### config.mk
export PLATFORM = sky130hd
export DESIGN_NAME = rgb565_rect_line_draw_engine
export DESIGN_NICKNAME = d
export VERILOG_FILES = /design/src/rtl/rrl_pkg.sv /design/src/rtl/rrl_fifo.sv /design/src/rtl/rrl_front.sv /design/src/rtl/rrl_back.sv /design/src/rtl/rgb565_rect_line_draw_engine.sv
export VERILOG_INCLUDE_DIRS = /design/src /design/src/rtl
export SDC_FILE = /design/constraint.sdc
export NUM_CORES = 2
export LEC_CHECK = 0
export ABC_AREA = 1
export BUFFER_PORTS_ARGS = -buffer_cell sky130_fd_sc_hd__buf_2
export CAP_MARGIN = 20
export CELL_PAD_IN_SITES_DETAIL_PLACEMENT = 0
export CELL_PAD_IN_SITES_GLOBAL_PLACEMENT = 2
export CORE_MARGIN = 4
export CORE_UTILIZATION = 38
export CTS_CLUSTER_SIZE = 40
export DETAILED_ROUTE_END_ITERATION = 10
export PLACE_DENSITY_LB_ADDON = 0.3
export SYNTH_ARGS = -nofsm -noshare
export SYNTH_HDL_FRONTEND = slang
export SYNTH_SLANG_ARGS = --single-unit
export TNS_END_PERCENT = 100
### constraint.sdc
create_clock -name i_clk -period 8.4 [get_ports i_clk]
set_input_delay 0.42 -clock i_clk [delete_from_list [all_inputs] [get_ports i_clk]]
set_output_delay 0.42 -clock i_clk [all_outputs]
set_load 0.05 [all_outputs]
### src/rtl/rgb565_rect_line_draw_engine_assert.svh
// Assertion helpers shared by the drawing engine modules.
`ifndef RGB565_RECT_LINE_DRAW_ENGINE_ASSERT_SVH
`define RGB565_RECT_LINE_DRAW_ENGINE_ASSERT_SVH

// Checks the consequent in the same cycle as the antecedent.
`define RRL_ASSERT_NOW(label, clk, rst_n, ante, cons, msg) \
    label: assert property (@(posedge clk) disable iff (!rst_n) (ante) |-> (cons)) \
        else $error(msg);

// Checks the consequent in the cycle after the antecedent.
`define RRL_ASSERT_NEXT(label, clk, rst_n, ante, cons, msg) \
    label: assert property (@(posedge clk) disable iff (!rst_n) (ante) |=> (cons)) \
        else $error(msg);

`endif

### src/rtl/rrl_pkg.sv
`timescale 1ns / 1ps

package rrl_pkg;

    localparam int DEF_COORD_BITS = 12;
    localparam int SCR_BITS       = 12;
    localparam int DIM_BITS       = 13;
    localparam int ADDR_BITS      = 24;
    localparam int COL_BITS       = 16;
    localparam int RGB_BITS       = 24;
    localparam int KIND_BITS      = 3;
    localparam int LEN_BITS       = 13;

    localparam logic [DIM_BITS-1:0] MAX_SCREEN = 13'd4096;
    localparam logic [DIM_BITS-1:0] STRIDE_RST = 13'd800;
    localparam logic [DIM_BITS-1:0] HEIGHT_RST = 13'd480;

    localparam logic OP_CMD  = 1'b0;
    localparam logic OP_TICK = 1'b1;

    localparam logic [KIND_BITS-1:0] KIND_POINT   = 3'd0;
    localparam logic [KIND_BITS-1:0] KIND_LINE_H  = 3'd1;
    localparam logic [KIND_BITS-1:0] KIND_LINE_V  = 3'd2;
    localparam logic [KIND_BITS-1:0] KIND_OUTLINE = 3'd3;
    localparam logic [KIND_BITS-1:0] KIND_FILL    = 3'd4;

    localparam logic [1:0] SEG_TOP    = 2'd0;
    localparam logic [1:0] SEG_BOTTOM = 2'd1;
    localparam logic [1:0] SEG_LEFT   = 2'd2;
    localparam logic [1:0] SEG_RIGHT  = 2'd3;

    localparam logic CFG_STRIDE = 1'b0;
    localparam logic CFG_HEIGHT = 1'b1;

    localparam int FIFO_DEPTH    = 4;
    localparam int FIFO_PTR_BITS = $clog2(FIFO_DEPTH);
    localparam int FIFO_CNT_BITS = $clog2(FIFO_DEPTH + 1);

    typedef struct packed {
        logic [SCR_BITS-1:0] x;
        logic [SCR_BITS-1:0] y;
        logic [COL_BITS-1:0] colour;
        logic                last;
        logic                rejected;
    } t_pix;

    function automatic logic [DIM_BITS-1:0] eff_dim(logic [DIM_BITS-1:0] v);
        logic [DIM_BITS-1:0] r;
        if (v == '0) begin
            r = {{(DIM_BITS-1){1'b0}}, 1'b1};
        end else if (v > MAX_SCREEN) begin
            r = MAX_SCREEN;
        end else begin
            r = v;
        end
        return r;
    endfunction

    function automatic logic [COL_BITS-1:0] to_rgb565(logic [RGB_BITS-1:0] c);
        return {c[23:19], c[15:10], c[7:3]};
    endfunction

endpackage

### src/rtl/rrl_fifo.sv
`timescale 1ns / 1ps
`include "rgb565_rect_line_draw_engine_assert.svh"

module rrl_fifo (
    input  logic          i_clk,
    input  logic          i_rst_n,
    input  logic          i_push,
    input  rrl_pkg::t_pix i_data,
    output logic          o_full,
    input  logic          i_pop,
    output logic          o_empty,
    output rrl_pkg::t_pix o_data
);
    import rrl_pkg::*;

    t_pix                     r_mem [FIFO_DEPTH];
    logic [FIFO_PTR_BITS-1:0] r_wr_ptr;
    logic [FIFO_PTR_BITS-1:0] r_rd_ptr;
    logic [FIFO_CNT_BITS-1:0] r_count;

    assign o_full  = (r_count == FIFO_CNT_BITS'(FIFO_DEPTH));
    assign o_empty = (r_count == '0);
    assign o_data  = r_mem[r_rd_ptr];

    always_ff @(posedge i_clk) begin
        if (i_push) begin
            r_mem[r_wr_ptr] <= i_data;
        end
    end

    always_ff @(posedge i_clk) begin
        if (!i_rst_n) begin
            r_wr_ptr <= '0;
            r_rd_ptr <= '0;
            r_count  <= '0;
        end else begin
            if (i_push) begin
                r_wr_ptr <= r_wr_ptr + 1'b1;
            end
            if (i_pop) begin
                r_rd_ptr <= r_rd_ptr + 1'b1;
            end
            if (i_push && !i_pop) begin
                r_count <= r_count + 1'b1;
            end else if (!i_push && i_pop) begin
                r_count <= r_count - 1'b1;
            end
        end
    end

    `RRL_ASSERT_NOW(a_no_overflow, i_clk, i_rst_n, (i_push && !i_pop), (r_count < FIFO_DEPTH), "queue overflow")
    `RRL_ASSERT_NOW(a_no_underflow, i_clk, i_rst_n, i_pop, (r_count != '0), "queue underflow")

endmodule

### src/rtl/rrl_front.sv
`timescale 1ns / 1ps
`include "rgb565_rect_line_draw_engine_assert.svh"

module rrl_front #(
    parameter int COORD_BITS = rrl_pkg::DEF_COORD_BITS
) (
    input  logic                          i_clk,
    input  logic                          i_rst_n,
    input  logic [rrl_pkg::DIM_BITS-1:0]  i_width,
    input  logic [rrl_pkg::DIM_BITS-1:0]  i_height,
    input  logic                          i_valid,
    output logic                          o_ready,
    input  logic                          i_op,
    input  logic [rrl_pkg::KIND_BITS-1:0] i_shape_kind,
    input  logic [COORD_BITS-1:0]         i_x_start,
    input  logic [COORD_BITS-1:0]         i_y_start,
    input  logic [COORD_BITS-1:0]         i_x_end,
    input  logic [COORD_BITS-1:0]         i_y_end,
    input  logic [rrl_pkg::LEN_BITS-1:0]  i_line_length,
    input  logic [rrl_pkg::RGB_BITS-1:0]  i_colour_argb,
    input  logic                          i_full,
    output logic                          o_push,
    output rrl_pkg::t_pix                 o_pix
);
    import rrl_pkg::*;

    // Working width for clamping: holds any coordinate, any length and a signed span.
    localparam int VW = ((COORD_BITS > DIM_BITS) ? COORD_BITS : DIM_BITS) + 2;

    typedef logic [VW-1:0] t_val;

    typedef struct packed {
        logic                ok;
        logic [SCR_BITS-1:0] cx;
        logic [SCR_BITS-1:0] cy;
        logic [SCR_BITS-1:0] sx;
        logic [SCR_BITS-1:0] sy;
    } t_seg;

    typedef struct packed {
        logic       ok;
        logic [1:0] seg;
        t_seg       line;
    } t_start;

    function automatic t_seg setup_line(t_val x, t_val y, logic horiz, t_val len,
                                        t_val w, t_val h);
        t_seg r;
        t_val xc;
        t_val yc;
        t_val e;
        xc = (x >= w) ? (w - t_val'(1)) : x;
        yc = (y >= h) ? (h - t_val'(1)) : y;
        r.ok = ($signed(len) > $signed(t_val'(0)));
        r.cx = SCR_BITS'(xc);
        r.cy = SCR_BITS'(yc);
        r.sx = SCR_BITS'(xc);
        r.sy = SCR_BITS'(yc);
        if (horiz) begin
            e = xc + len - t_val'(1);
            if (e >= w) begin
                e = w - t_val'(1);
            end
            r.sx = SCR_BITS'(e);
        end else begin
            e = yc + len - t_val'(1);
            if (e >= h) begin
                e = h - t_val'(1);
            end
            r.sy = SCR_BITS'(e);
        end
        return r;
    endfunction

    // Picks the first outline side at or after 'first' that draws anything.
    function automatic t_start start_seg(t_val left, t_val right, t_val top, t_val bottom,
                                         logic [2:0] first, t_val w, t_val h);
        t_seg   segs [4];
        t_val   xl;
        t_val   yl;
        t_val   top1;
        t_start r;
        xl   = right - left + t_val'(1);
        yl   = bottom - top - t_val'(1);
        top1 = top + t_val'(1);
        segs[SEG_TOP]    = setup_line(left, top, 1'b1, xl, w, h);
        segs[SEG_BOTTOM] = setup_line(left, bottom, 1'b1, xl, w, h);
        segs[SEG_LEFT]   = setup_line(left, top1, 1'b0, yl, w, h);
        segs[SEG_RIGHT]  = setup_line(right, top1, 1'b0, yl, w, h);
        r = '0;
        for (int i = 3; i >= 0; i--) begin
            if ((3'(i) >= first) && segs[i].ok) begin
                r.ok   = 1'b1;
                r.seg  = 2'(i);
                r.line = segs[i];
            end
        end
        return r;
    endfunction

    logic                  r_busy;
    logic [KIND_BITS-1:0]  r_kind;
    logic [1:0]            r_seg;
    logic [SCR_BITS-1:0]   r_cx;
    logic [SCR_BITS-1:0]   r_cy;
    logic [SCR_BITS-1:0]   r_sx;
    logic [SCR_BITS-1:0]   r_sy;
    logic [COORD_BITS-1:0] r_left;
    logic [COORD_BITS-1:0] r_right;
    logic [COORD_BITS-1:0] r_top;
    logic [COORD_BITS-1:0] r_bottom;
    logic [COL_BITS-1:0]   r_colour;

    logic                  n_busy;
    logic [KIND_BITS-1:0]  n_kind;
    logic [1:0]            n_seg;
    logic [SCR_BITS-1:0]   n_cx;
    logic [SCR_BITS-1:0]   n_cy;
    logic [SCR_BITS-1:0]   n_sx;
    logic [SCR_BITS-1:0]   n_sy;
    logic [COORD_BITS-1:0] n_left;
    logic [COORD_BITS-1:0] n_right;
    logic [COORD_BITS-1:0] n_top;
    logic [COORD_BITS-1:0] n_bottom;
    logic [COL_BITS-1:0]   n_colour;

    logic       w_accept;
    t_val       w_w;
    t_val       w_h;
    t_val       w_xe_c;
    t_val       w_ye_c;
    logic       w_fill_ok;
    t_seg       w_pt;
    t_seg       w_ln;
    logic       w_is_cmd;
    logic [2:0] w_first;
    t_start     w_st;
    t_seg       c_line;

    assign o_ready  = !i_full;
    assign w_accept = i_valid && o_ready;
    assign w_is_cmd = (i_op == OP_CMD);

    assign w_w = t_val'(i_width);
    assign w_h = t_val'(i_height);

    // A fill clips only its far corner.
    assign w_xe_c    = (t_val'(i_x_end) >= w_w) ? (w_w - t_val'(1)) : t_val'(i_x_end);
    assign w_ye_c    = (t_val'(i_y_end) >= w_h) ? (w_h - t_val'(1)) : t_val'(i_y_end);
    assign w_fill_ok = (t_val'(i_x_start) <= w_xe_c) && (t_val'(i_y_start) <= w_ye_c);

    assign w_pt = setup_line(t_val'(i_x_start), t_val'(i_y_start), 1'b1, t_val'(1), w_w, w_h);
    assign w_ln = setup_line(t_val'(i_x_start), t_val'(i_y_start),
                             (i_shape_kind == KIND_LINE_H), t_val'(i_line_length), w_w, w_h);

    // One outline search serves both a new command and the step to the next side.
    assign w_first = w_is_cmd ? 3'd0 : ({1'b0, r_seg} + 3'd1);
    assign w_st = start_seg(w_is_cmd ? t_val'(i_x_start) : t_val'(r_left),
                            w_is_cmd ? t_val'(i_x_end)   : t_val'(r_right),
                            w_is_cmd ? t_val'(i_y_start) : t_val'(r_top),
                            w_is_cmd ? t_val'(i_y_end)   : t_val'(r_bottom),
                            w_first, w_w, w_h);

    always_comb begin
        n_busy   = r_busy;
        n_kind   = r_kind;
        n_seg    = r_seg;
        n_cx     = r_cx;
        n_cy     = r_cy;
        n_sx     = r_sx;
        n_sy     = r_sy;
        n_left   = r_left;
        n_right  = r_right;
        n_top    = r_top;
        n_bottom = r_bottom;
        n_colour = r_colour;
        c_line   = '0;
        o_push   = 1'b0;
        o_pix    = '0;
        if (w_accept) begin
            if (w_is_cmd) begin
                if (r_busy) begin
                    o_push         = 1'b1;
                    o_pix.rejected = 1'b1;
                end else if (i_shape_kind <= KIND_FILL) begin
                    n_kind   = i_shape_kind;
                    n_colour = to_rgb565(i_colour_argb);
                    n_seg    = SEG_TOP;
                    case (i_shape_kind)
                        KIND_POINT: begin
                            c_line = w_pt;
                        end
                        KIND_LINE_H, KIND_LINE_V: begin
                            c_line = w_ln;
                        end
                        KIND_OUTLINE: begin
                            n_left   = i_x_start;
                            n_right  = i_x_end;
                            n_top    = i_y_start;
                            n_bottom = i_y_end;
                            c_line   = w_st.line;
                            n_seg    = w_st.seg;
                        end
                        default: begin
                            n_left    = i_x_start;
                            n_right   = COORD_BITS'(w_xe_c);
                            n_top     = i_y_start;
                            n_bottom  = COORD_BITS'(w_ye_c);
                            c_line.ok = w_fill_ok;
                            c_line.cx = SCR_BITS'(i_x_start);
                            c_line.cy = SCR_BITS'(i_y_start);
                            c_line.sx = SCR_BITS'(w_xe_c);
                            c_line.sy = SCR_BITS'(w_ye_c);
                        end
                    endcase
                    n_busy = c_line.ok;
                    if (c_line.ok) begin
                        n_cx = c_line.cx;
                        n_cy = c_line.cy;
                        n_sx = c_line.sx;
                        n_sy = c_line.sy;
                    end
                end
            end else if (r_busy) begin
                o_push       = 1'b1;
                o_pix.x      = r_cx;
                o_pix.y      = r_cy;
                o_pix.colour = r_colour;
                if (r_cx < r_sx) begin
                    n_cx = r_cx + 1'b1;
                end else if (r_cy < r_sy) begin
                    n_cy = r_cy + 1'b1;
                    n_cx = (r_kind == KIND_FILL) ? SCR_BITS'(r_left) : r_sx;
                end else if ((r_kind == KIND_OUTLINE) && (r_seg != SEG_RIGHT) && w_st.ok) begin
                    n_seg = w_st.seg;
                    n_cx  = w_st.line.cx;
                    n_cy  = w_st.line.cy;
                    n_sx  = w_st.line.sx;
                    n_sy  = w_st.line.sy;
                end else begin
                    o_pix.last = 1'b1;
                    n_busy     = 1'b0;
                end
            end
        end
    end

    always_ff @(posedge i_clk) begin
        if (!i_rst_n) begin
            r_busy <= 1'b0;
            r_kind <= KIND_POINT;
            r_seg  <= SEG_TOP;
        end else begin
            r_busy <= n_busy;
            r_kind <= n_kind;
            r_seg  <= n_seg;
        end
    end

    always_ff @(posedge i_clk) begin
        r_cx     <= n_cx;
        r_cy     <= n_cy;
        r_sx     <= n_sx;
        r_sy     <= n_sy;
        r_left   <= n_left;
        r_right  <= n_right;
        r_top    <= n_top;
        r_bottom <= n_bottom;
        r_colour <= n_colour;
    end

    `RRL_ASSERT_NEXT(a_last_ends_busy, i_clk, i_rst_n, (o_push && o_pix.last), !r_busy, "engine still busy after final word")
    `RRL_ASSERT_NOW(a_cursor_in_span, i_clk, i_rst_n, r_busy, ((r_cx <= r_sx) && (r_cy <= r_sy)), "cursor beyond span")

endmodule

### src/rtl/rrl_back.sv
`timescale 1ns / 1ps
`include "rgb565_rect_line_draw_engine_assert.svh"

module rrl_back (
    input  logic                          i_clk,
    input  logic                          i_rst_n,
    input  logic [rrl_pkg::DIM_BITS-1:0]  i_width,
    input  logic                          i_empty,
    output logic                          o_pop,
    input  rrl_pkg::t_pix                 i_pix,
    output logic                          o_valid,
    input  logic                          i_ready,
    output logic [rrl_pkg::ADDR_BITS-1:0] o_address,
    output logic [rrl_pkg::COL_BITS-1:0]  o_colour,
    output logic                          o_last,
    output logic                          o_rejected
);
    import rrl_pkg::*;

    logic                          r_s1_valid;
    logic [ADDR_BITS-1:0]          r_s1_prod;
    logic [SCR_BITS-1:0]           r_s1_x;
    logic [COL_BITS-1:0]           r_s1_colour;
    logic                          r_s1_last;
    logic                          r_s1_rej;

    logic                          r_out_valid;
    logic [ADDR_BITS-1:0]          r_addr;
    logic [COL_BITS-1:0]           r_col;
    logic                          r_last;
    logic                          r_rej;

    logic                          w_adv;
    logic                          w_s1_load;
    logic [SCR_BITS+DIM_BITS-1:0]  w_prod;

    assign w_adv     = !r_out_valid || i_ready;
    assign w_s1_load = !r_s1_valid || w_adv;
    assign o_pop     = !i_empty && w_s1_load;

    // Row base: row times stride; the user must keep the stride steady while words are in flight, not enforced here.
    assign w_prod = {{DIM_BITS{1'b0}}, i_pix.y} * {{SCR_BITS{1'b0}}, i_width};

    always_ff @(posedge i_clk) begin
        if (!i_rst_n) begin
            r_s1_valid  <= 1'b0;
            r_out_valid <= 1'b0;
        end else begin
            if (w_s1_load) begin
                r_s1_valid <= o_pop;
            end
            if (w_adv) begin
                r_out_valid <= r_s1_valid;
            end
        end
    end

    always_ff @(posedge i_clk) begin
        if (o_pop) begin
            r_s1_prod   <= ADDR_BITS'(w_prod);
            r_s1_x      <= i_pix.x;
            r_s1_colour <= i_pix.colour;
            r_s1_last   <= i_pix.last;
            r_s1_rej    <= i_pix.rejected;
        end
        if (w_adv && r_s1_valid) begin
            r_addr <= r_s1_prod + ADDR_BITS'(r_s1_x);
            r_col  <= r_s1_colour;
            r_last <= r_s1_last;
            r_rej  <= r_s1_rej;
        end
    end

    assign o_valid    = r_out_valid;
    assign o_address  = r_addr;
    assign o_colour   = r_col;
    assign o_last     = r_last;
    assign o_rejected = r_rej;

    `RRL_ASSERT_NOW(a_reject_is_blank, i_clk, i_rst_n, (r_out_valid && r_rej), ((r_addr == '0) && (r_col == '0) && !r_last), "rejected word carries data")

endmodule

### src/rtl/rgb565_rect_line_draw_engine.sv
`timescale 1ns / 1ps

// Drawing engine for an RGB565 framebuffer: each input word is either a draw command
// (tuser 0) or a drawing tick (tuser 1), and one word is taken every clock while the
// internal four-entry queue has room. A busy tick yields one pixel write per clock
// while ticks arrive and the queue has room, lines left to right then top to bottom,
// tlast on the last write of a shape; a command that arrives while a shape is in
// progress comes back as one word with tuser set and zero data. The command decoder
// and cursor update push into the queue in the same cycle as a word is taken, and the
// address path behind the queue (a 12 x 13 bit row multiply, then the column add) adds
// two register stages. The stride and height registers, values 0 and above 4096 acting
// as 1 and 4096, are to be written only while the engine is idle and its output drained.
module rgb565_rect_line_draw_engine #(
    parameter int COORD_BITS = rrl_pkg::DEF_COORD_BITS
) (
    input  logic                         i_clk,
    input  logic                         i_rst_n,
    input  logic                         s_axis_tvalid,
    output logic                         s_axis_tready,
    // shape_kind, x_start, y_start, x_end, y_end, line_length, colour_argb, zero fill
    input  logic [((rrl_pkg::KIND_BITS + 4 * COORD_BITS + rrl_pkg::LEN_BITS
                    + rrl_pkg::RGB_BITS + 7) / 8) * 8 - 1:0] s_axis_tdata,
    // op
    input  logic [0:0]                   s_axis_tuser,
    output logic                         m_axis_tvalid,
    input  logic                         m_axis_tready,
    // pixel_address, pixel_colour
    output logic [rrl_pkg::ADDR_BITS + rrl_pkg::COL_BITS - 1:0] m_axis_tdata,
    output logic                         m_axis_tlast,
    // rejected
    output logic [0:0]                   m_axis_tuser,
    input  logic                         i_cfg_valid,
    output logic                         o_cfg_ready,
    input  logic                         i_cfg_index,
    input  logic [rrl_pkg::DIM_BITS-1:0] i_cfg_data
);
    import rrl_pkg::*;

    localparam int OFS_XS  = KIND_BITS;
    localparam int OFS_YS  = OFS_XS + COORD_BITS;
    localparam int OFS_XE  = OFS_YS + COORD_BITS;
    localparam int OFS_YE  = OFS_XE + COORD_BITS;
    localparam int OFS_LEN = OFS_YE + COORD_BITS;
    localparam int OFS_COL = OFS_LEN + LEN_BITS;

    logic [DIM_BITS-1:0]  r_stride;
    logic [DIM_BITS-1:0]  r_height;
    logic [DIM_BITS-1:0]  w_width;
    logic [DIM_BITS-1:0]  w_height;

    logic                 w_full;
    logic                 w_empty;
    logic                 w_push;
    logic                 w_pop;
    t_pix                 w_push_pix;
    t_pix                 w_pop_pix;
    logic [ADDR_BITS-1:0] w_address;
    logic [COL_BITS-1:0]  w_colour;

    assign o_cfg_ready = 1'b1;

    always_ff @(posedge i_clk) begin
        if (!i_rst_n) begin
            r_stride <= STRIDE_RST;
            r_height <= HEIGHT_RST;
        end else if (i_cfg_valid && o_cfg_ready) begin
            case (i_cfg_index)
                CFG_STRIDE: r_stride <= i_cfg_data;
                CFG_HEIGHT: r_height <= i_cfg_data;
                default:    r_stride <= r_stride;
            endcase
        end
    end

    assign w_width  = eff_dim(r_stride);
    assign w_height = eff_dim(r_height);

    rrl_front #(
        .COORD_BITS(COORD_BITS)
    ) u_front (
        .i_clk         (i_clk),
        .i_rst_n       (i_rst_n),
        .i_width       (w_width),
        .i_height      (w_height),
        .i_valid       (s_axis_tvalid),
        .o_ready       (s_axis_tready),
        .i_op          (s_axis_tuser[0]),
        .i_shape_kind  (s_axis_tdata[KIND_BITS-1:0]),
        .i_x_start     (s_axis_tdata[OFS_XS +: COORD_BITS]),
        .i_y_start     (s_axis_tdata[OFS_YS +: COORD_BITS]),
        .i_x_end       (s_axis_tdata[OFS_XE +: COORD_BITS]),
        .i_y_end       (s_axis_tdata[OFS_YE +: COORD_BITS]),
        .i_line_length (s_axis_tdata[OFS_LEN +: LEN_BITS]),
        .i_colour_argb (s_axis_tdata[OFS_COL +: RGB_BITS]),
        .i_full        (w_full),
        .o_push        (w_push),
        .o_pix         (w_push_pix)
    );

    rrl_fifo u_fifo (
        .i_clk   (i_clk),
        .i_rst_n (i_rst_n),
        .i_push  (w_push),
        .i_data  (w_push_pix),
        .o_full  (w_full),
        .i_pop   (w_pop),
        .o_empty (w_empty),
        .o_data  (w_pop_pix)
    );

    rrl_back u_back (
        .i_clk      (i_clk),
        .i_rst_n    (i_rst_n),
        .i_width    (w_width),
        .i_empty    (w_empty),
        .o_pop      (w_pop),
        .i_pix      (w_pop_pix),
        .o_valid    (m_axis_tvalid),
        .i_ready    (m_axis_tready),
        .o_address  (w_address),
        .o_colour   (w_colour),
        .o_last     (m_axis_tlast),
        .o_rejected (m_axis_tuser[0])
    );

    assign m_axis_tdata = {w_colour, w_address};

endmodule
-- Word level (Yosys, flattened, before mapping)
Memories as Yosys holds them, arrays and structs flattened. A register that Yosys moved wholly into a read port is not among the register bits.
Index checks and enable logic that the tools add are counted.
- memories kept: 1
- register bits after elaboration: 249
- bits in writable memories: 168
- add/subtract/negate cells: 25
- multiplexer cells: 99
- eq/ne operators: 14
- reduce and logical (&&, ||, !) cells: 37
- $lt $le $gt $ge: 28
- multipliers: 1
- bitwise gates (word level): 4
- memories (name ; depth ; width ; read ports ; clocked after memory_dff ; write ports ; line ; text):
    u_fifo.r_mem ; 4 ; 42 ; 1 ; 1 ; 1 ; rrl_fifo.sv:16 ; t_pix r_mem [FIFO_DEPTH];
- operator list (kind ; count):
    two-way mux 12 bit ; 47
    two-way mux 52 bit ; 4
    two-way mux 49 bit ; 4
    >= comparator 15 x 13 -> 1 bit ; 10
    one-hot mux 49 bit (3 select lines) ; 1
    two-way mux 15 bit ; 6
    subtractor 15 x 1 -> 15 bit (second input constant) ; 6
    two-way mux 41 bit ; 2
    >= comparator 12 x 13 -> 1 bit ; 4
    two-way mux 13 bit ; 4
    one-hot mux 12 bit (2 select lines) ; 2
    adder 15 x 1 -> 15 bit (second input constant) ; 3
    two-way mux 42 bit ; 1
    adder 15 x 13 -> 15 bit ; 2
    adder 15 bit ; 2
    > comparator 15 x 1 -> 1 bit (second input constant) ; 2
    less-or-equal comparator 12 x 15 -> 1 bit ; 2
    subtractor 15 bit ; 2
    subtractor 13 x 1 -> 14 bit (second input constant) ; 2
    > comparator 13 bit (second input constant) ; 2
    zero test 13 bit ; 2
    adder 12 x 1 -> 12 bit (second input constant) ; 2
    adder 24 x 12 -> 24 bit ; 1
    less-than comparator 12 bit ; 2
    other kinds (33) ; 93

-- Longest topological paths before layout
- depth after elaboration: 22
- mapped depth: 48

-- By module
A second synthesis with hierarchy kept.
- cells, all modules: 5356
- area, all modules: 39595.5 um^2
- by module, submodules not included (module ; area each (um^2) ; cells each ; instances):
    rrl_front ; 22096.2 ; 3578 ; 1
    rrl_back ; 9536.6 ; 1128 ; 1
    rrl_fifo ; 6658.9 ; 464 ; 1
    rgb565_rect_line_draw_engine ; 1303.8 ; 186 ; 1

-- Least setup slack after synthesis
No wires, ideal clock.
- path type: in2reg
- from: input s_axis_tuser
- to: register u_front.r_sy[3] (data pin)
- setup slack: 1.937 ns
- path buffers: 3
- required time: 8.147 ns
- arrival time: 6.210 ns
- setup time: 0.253 ns
- cell stages on the path: 42
- path through: buf_6 o21ai_2 ha_1 inv_1 nor3_2 nand4_1 nor3_2 xor2_1 inv_1 ha_1 nand2_1 nor3_1 nand2_1 o21a_4 nand2_4 buf_6 o21ai_2 ha_1 (+6 left out) o21ai_0 xor2_1 inv_1 ha_1 nand3_1 nor4b_1 nand4_1 nor2_1 nand2_1 nand3_2 buf_2 nand2_1 nand3_1 nand2_1 nand3_1 nand2_1 nand2_1 nand2_1
- cells in the longest elaborated chain, start to end: 21
- ends and longest elaborated chain (item ; line ; text):
    from (decl) ; rgb565_rect_line_draw_engine.sv:24 ; input logic [0:0] s_axis_tuser,
    two-way mux 12 bit ; rrl_front.sv:160 ; w_is_cmd ? t_val'(i_y_start) : t_val'(r_top),
    adder 15 x 1 -> 15 bit ; rrl_front.sv:85 ; top1 = top + t_val'(1);
    >= comparator 15 x 13 -> 1 bit ; rrl_front.sv:53 ; yc = (y >= h) ? (h - t_val'(1)) : y;
    two-way mux 15 bit ; rrl_front.sv:53 ;
    adder 15 bit ; rrl_front.sv:66 ; e = yc + len - t_val'(1);
    subtractor 15 x 1 -> 15 bit ; rrl_front.sv:66 ;
    >= comparator 15 x 13 -> 1 bit ; rrl_front.sv:67 ; if (e >= h) begin
    two-way mux 12 bit ; rrl_front.sv:67 ;
    (+5 left out) ; - ;
    two-way mux 49 bit ; rrl_front.sv:185 ; end else if (i_shape_kind <= KIND_FILL) begin
    two-way mux 49 bit ; rrl_front.sv:182 ; if (r_busy) begin
    two-way mux 49 bit ; rrl_front.sv:181 ; if (w_is_cmd) begin
    two-way mux 49 bit ; rrl_front.sv:180 ; if (w_accept) begin
    two-way mux 12 bit ; rrl_front.sv:217 ; if (c_line.ok) begin
    two-way mux 12 bit ; rrl_front.sv:185 ;
    two-way mux 12 bit ; rrl_front.sv:182 ;
    two-way mux 12 bit * ; rrl_front.sv:181 ;
    to (signal assigned) ; rrl_front.sv:264 ; r_sy <= n_sy;
    to (decl) ; rrl_front.sv:107 ; logic [SCR_BITS-1:0] r_sy;
Every way passes the cells marked *; elsewhere a longest branch is shown, timed or not. The select of a mux whose other input is x is not followed.
A chain may end at the register's enable or synchronous reset.

-- Worst setup path in the final report
- from: register r_height[5]
- to: register u_front.r_sy[0] (data pin)
- cells in the longest elaborated chain, start to end: 22
- ends and longest elaborated chain (item ; line ; text):
    from (decl) ; rgb565_rect_line_draw_engine.sv:47 ; logic [DIM_BITS-1:0] r_height;
    from (signal assigned) ; rgb565_rect_line_draw_engine.sv:69 ; CFG_HEIGHT: r_height <= i_cfg_data;
    > comparator 13 bit ; rrl_pkg.sv:51 ; end else if (v > MAX_SCREEN) begin
    two-way mux 13 bit ; rrl_pkg.sv:51 ;
    two-way mux 13 bit * ; rrl_pkg.sv:49 ; if (v == '0) begin
    subtractor 13 x 1 -> 14 bit or >= comparator 15 x 13 -> 1 bit (tied branches) ; rrl_front.sv:53, rrl_front.sv:149 ;
    two-way mux 15 bit ; rrl_front.sv:53 ;
    adder 15 bit ; rrl_front.sv:66 ;
    subtractor 15 x 1 -> 15 bit ; rrl_front.sv:66 ;
    >= comparator 15 x 13 -> 1 bit ; rrl_front.sv:67 ;
    (+6 left out) ; - ;
    two-way mux 49 bit ; rrl_front.sv:185 ;
    two-way mux 49 bit ; rrl_front.sv:182 ;
    two-way mux 49 bit ; rrl_front.sv:181 ;
    two-way mux 49 bit ; rrl_front.sv:180 ;
    two-way mux 12 bit ; rrl_front.sv:217 ;
    two-way mux 12 bit ; rrl_front.sv:185 ;
    two-way mux 12 bit ; rrl_front.sv:182 ;
    two-way mux 12 bit * ; rrl_front.sv:181 ;
Marked as above.

==> results.py <==
metrics = {
    "outcome": {
        "status": "finished, final reports clean",
    },
    "power_and_ir_drop": {
        "pwr_density_cell_nw_per_um2": 368,
        "ir_drop_mv": 0.458,
        "power_mw": 15.8,
        "p_leak_nw": 20.6,
    },
    "synthesis": {
        "ys_top_cells_by_area": "edfxtp_1 29%, ha_1 14%, nand2_1 13%",
        "postSynth.asyncResetShare_pct": 0,
        "synthCells": 5060,
        "synth_enable_flop_cells": 376,
        "synthFlopType": "edfxtp_1",
        "synth_top_area_share_pct": 29.4,
        "yosysUniqueCellTypes": 58,
        "yosysWarnings": 0,
        "synth_seq_cells": 419,
        "syn_area_per_cell_um2": 7.58,
        "syn-cell-area_um2": 38300,
        "yosysSeqAreaShare_pct": 31.7,
        "synth_largest_area_cell": "edfxtp_1",
    },
    "detailed_routing": {
        "ant_nets": 0,
        "drt-initial-drc-count": 3032,
        "dr.pass1.iters": 6,
        "vias": 34700,
        "drt_wl_total_mm": 143,
        "drc_errors": 0,
        "vias_per_cell": 5.28,
        "wire_per_inst_um": 21.7,
    },
    "floorplanning": {
        "core_um2": 100000,
        "dieArea_um2": 106000,
        "boundaryPins": 153,
        "dieWidth_um": 326,
        "initial_utilization_pct": 38.3,
        "rows": 116,
        "dieHeight_um": 326,
    },
    "cts": {
        "cts_buffers": 50,
        "cts-root-buf": "clkbuf_16",
        "cts_resized": 0,
        "h-tree-depth": 2,
        "cts.path.max_buffers": 3,
        "clock_sinks": 419,
        "path_clk_slew_ps": 70,
        "insertion_delay_ps": 650,
        "cts_tree": "done",
    },
    "final_layout": {
        "most-common-layout-cells": "1341 x nand2_1, 755 x inv_1, 438 x ha_1, 407 x nor2_1, 376 x edfxtp_1",
        "num-nets-final": 5898,
        "area_growth_pct": 11.8,
        "final_common_cell": "nand2_1",
        "drive_above_1_share_pct": 7.81,
    },
    "run": {
        "maxCapViolCount": 0,
    },
    "global_route": {
        "grt_max_degree": 119,
        "grt_pass1_wl_mm": 212,
        "grt_usage_pct": 26.4,
        "antenna_found_initial": 6,
        "grt-ovfl-total": 0,
        "grt_pass1_vias": 32700,
    },
    "placed_design": {
        "portBuffers": 143,
        "hpwl_mm": 112,
        "place.gp.congestion": 0.958,
    },
    "sta": {
        "drv_slew": 0,
        "min_period_ps": 7720,
        "max_clock_freq_mhz": 130,
        "skew_ps": 33.6,
        "slew_headroom_pct": 25.9,
        "hold_viol": 0,
        "finalCritPeriodShare_pct": 91.9,
        "rsz0062_at_grt": "no",
        "setup_viol": 0,
        "worst_slew_pin_slew_ps": 1100,
        "tns_ps": 0,
    },
    "setup_path": {
        "crit_required_ps": 8790,
        "slowest_delay_ps": 470,
        "start_kind": "register",
        "cp_slowest_cell": "nor2_1",
        "end_kind": "register",
        "critPathKind": "register to register",
        "cp_data_arrival_time_ps": 8100,
        "critPathMostFrequentCell": "nand2_1",
        "path_max_fanout": 22,
    },
    "worst_hold_path": {
        "hold_path_class": "input pin to register",
    },
}
logic make-up (layout without fill, tap and decap cells):
logic type / Yosys count / after routing / share of synthesized area, %
buffers and inverters: 930 / 1142 / 9.35
AOI/OAI and AO/OA: 772 / 772 / 11.2
and+or+nand+nor: 2255 / 2255 / 24.4
adders and majority gates: 556 / 556 / 20.5
DFF: 419 / 419 / 31.7
other: 1 / 6 / 0.00978
xor gates and xnor gates: 127 / 127 / 2.90
per-stage QoR:
| stage | hold WS (ps) | utilization, % | cell area, µm² | setup WS, ps | cells |
|---|---|---|---|---|---|
| CTS | 5.03 | 42.8 | 42900 | 813 | 6574 |
| floorplan | 400 | - | 38400 | 1940 | 5064 |
| global route | 39.3 | 42.8 | 42900 | 48.4 | 6574 |
| detailed placement | 405 | 40.8 | 40900 | 581 | 6458 |
| global placement | 401 | 40.8 | 40900 | 769 | 6457 |
| finish | 50.0 | 42.8 | 42900 | 684 | 6575 |
what timing repair did:
item	CTS	global route
hold buffers	22	0
hold endpoints to repair	23	0
setup buffers	0	0
layout make-up:
type                    count  area [µm²]
well taps                1298        1620
repair buffers            263        1680
flip-flops and latches    419       12200
multi-input cells        3715       22700
inverters                 785        2950
diodes                      1        2.50
fillers                 10400       57300
clock inverters            30         397
clock buffers              64        1360
final timing paths:
check / startpoint / cells after the start / slack (ps) / end
min reg2reg: u_back.r_s1_colour[8] / 0 / 420 / u_back.o_colour[8]
min: i_cfg_data[10] / 3 / 50 / r_stride[10]
max: r_height[5] / 40 / 680 / u_front.r_sy[0]
max reg2reg: r_height[5] / 40 / 680 / u_front.r_sy[0]
registers in the layout, indices dropped and copies added (netlist names), 13 cells and up, named ones only:
register / count
u_back.r_s1_prod: 24
r_stride: 13
u_back.r_s1_colour: 16
u_front.r_colour: 16
u_back.o_address: 24
u_back.o_colour: 16
r_height: 13
u_fifo.r_mem: 168
report_power, final:
part | internal, mW | total (mW) | switching [mW]
registers | 3.03 | 3.19 | 0.167
logic | 3.58 | 10.3 | 6.67
clock network | 1.35 | 2.32 | 0.969
total | 7.96 | 15.8 | 7.81
routing by layer:
metal	GRT usage, %	vias up	wire length [µm]
li1	-	17000	-
met1	36.3	16300	62900
met2	43.3	1217	65300
met3	3.75	216	10200
met4	7.58	2	4570
met5	0	-	13
synth_stat cells, drive strengths merged (13+ instances only):
cell and n:
a21oi 260, nand2 1359, nor4 19, edfxtp 376, o21ai 355, o21a 13
clkbuf 97, nor3 32, dfxtp 43, nand3 315, o22ai 33, o211ai 45
fa 118, buf 48, nand4 68, o21bai 13, inv 768, ha 438
or2 22, clkinv 17, xnor2 32, xor2 95, nor2 420
critical path: cells and delay by family, from the launching register on:
| kind | cells | cell delay, ps |
|---|---|---|
| AND/OR/NAND/NOR | 25 | 3940 |
| adder cells (fa/ha/maj) | 5 | 1570 |
| buffers and inverters | 5 | 660 |
| AO/OA/AOI/OAI | 4 | 630 |
| flip-flops | 1 | 390 |
| XOR/XNOR | 1 | 240 |
Power figures use the tool's default switching activity.
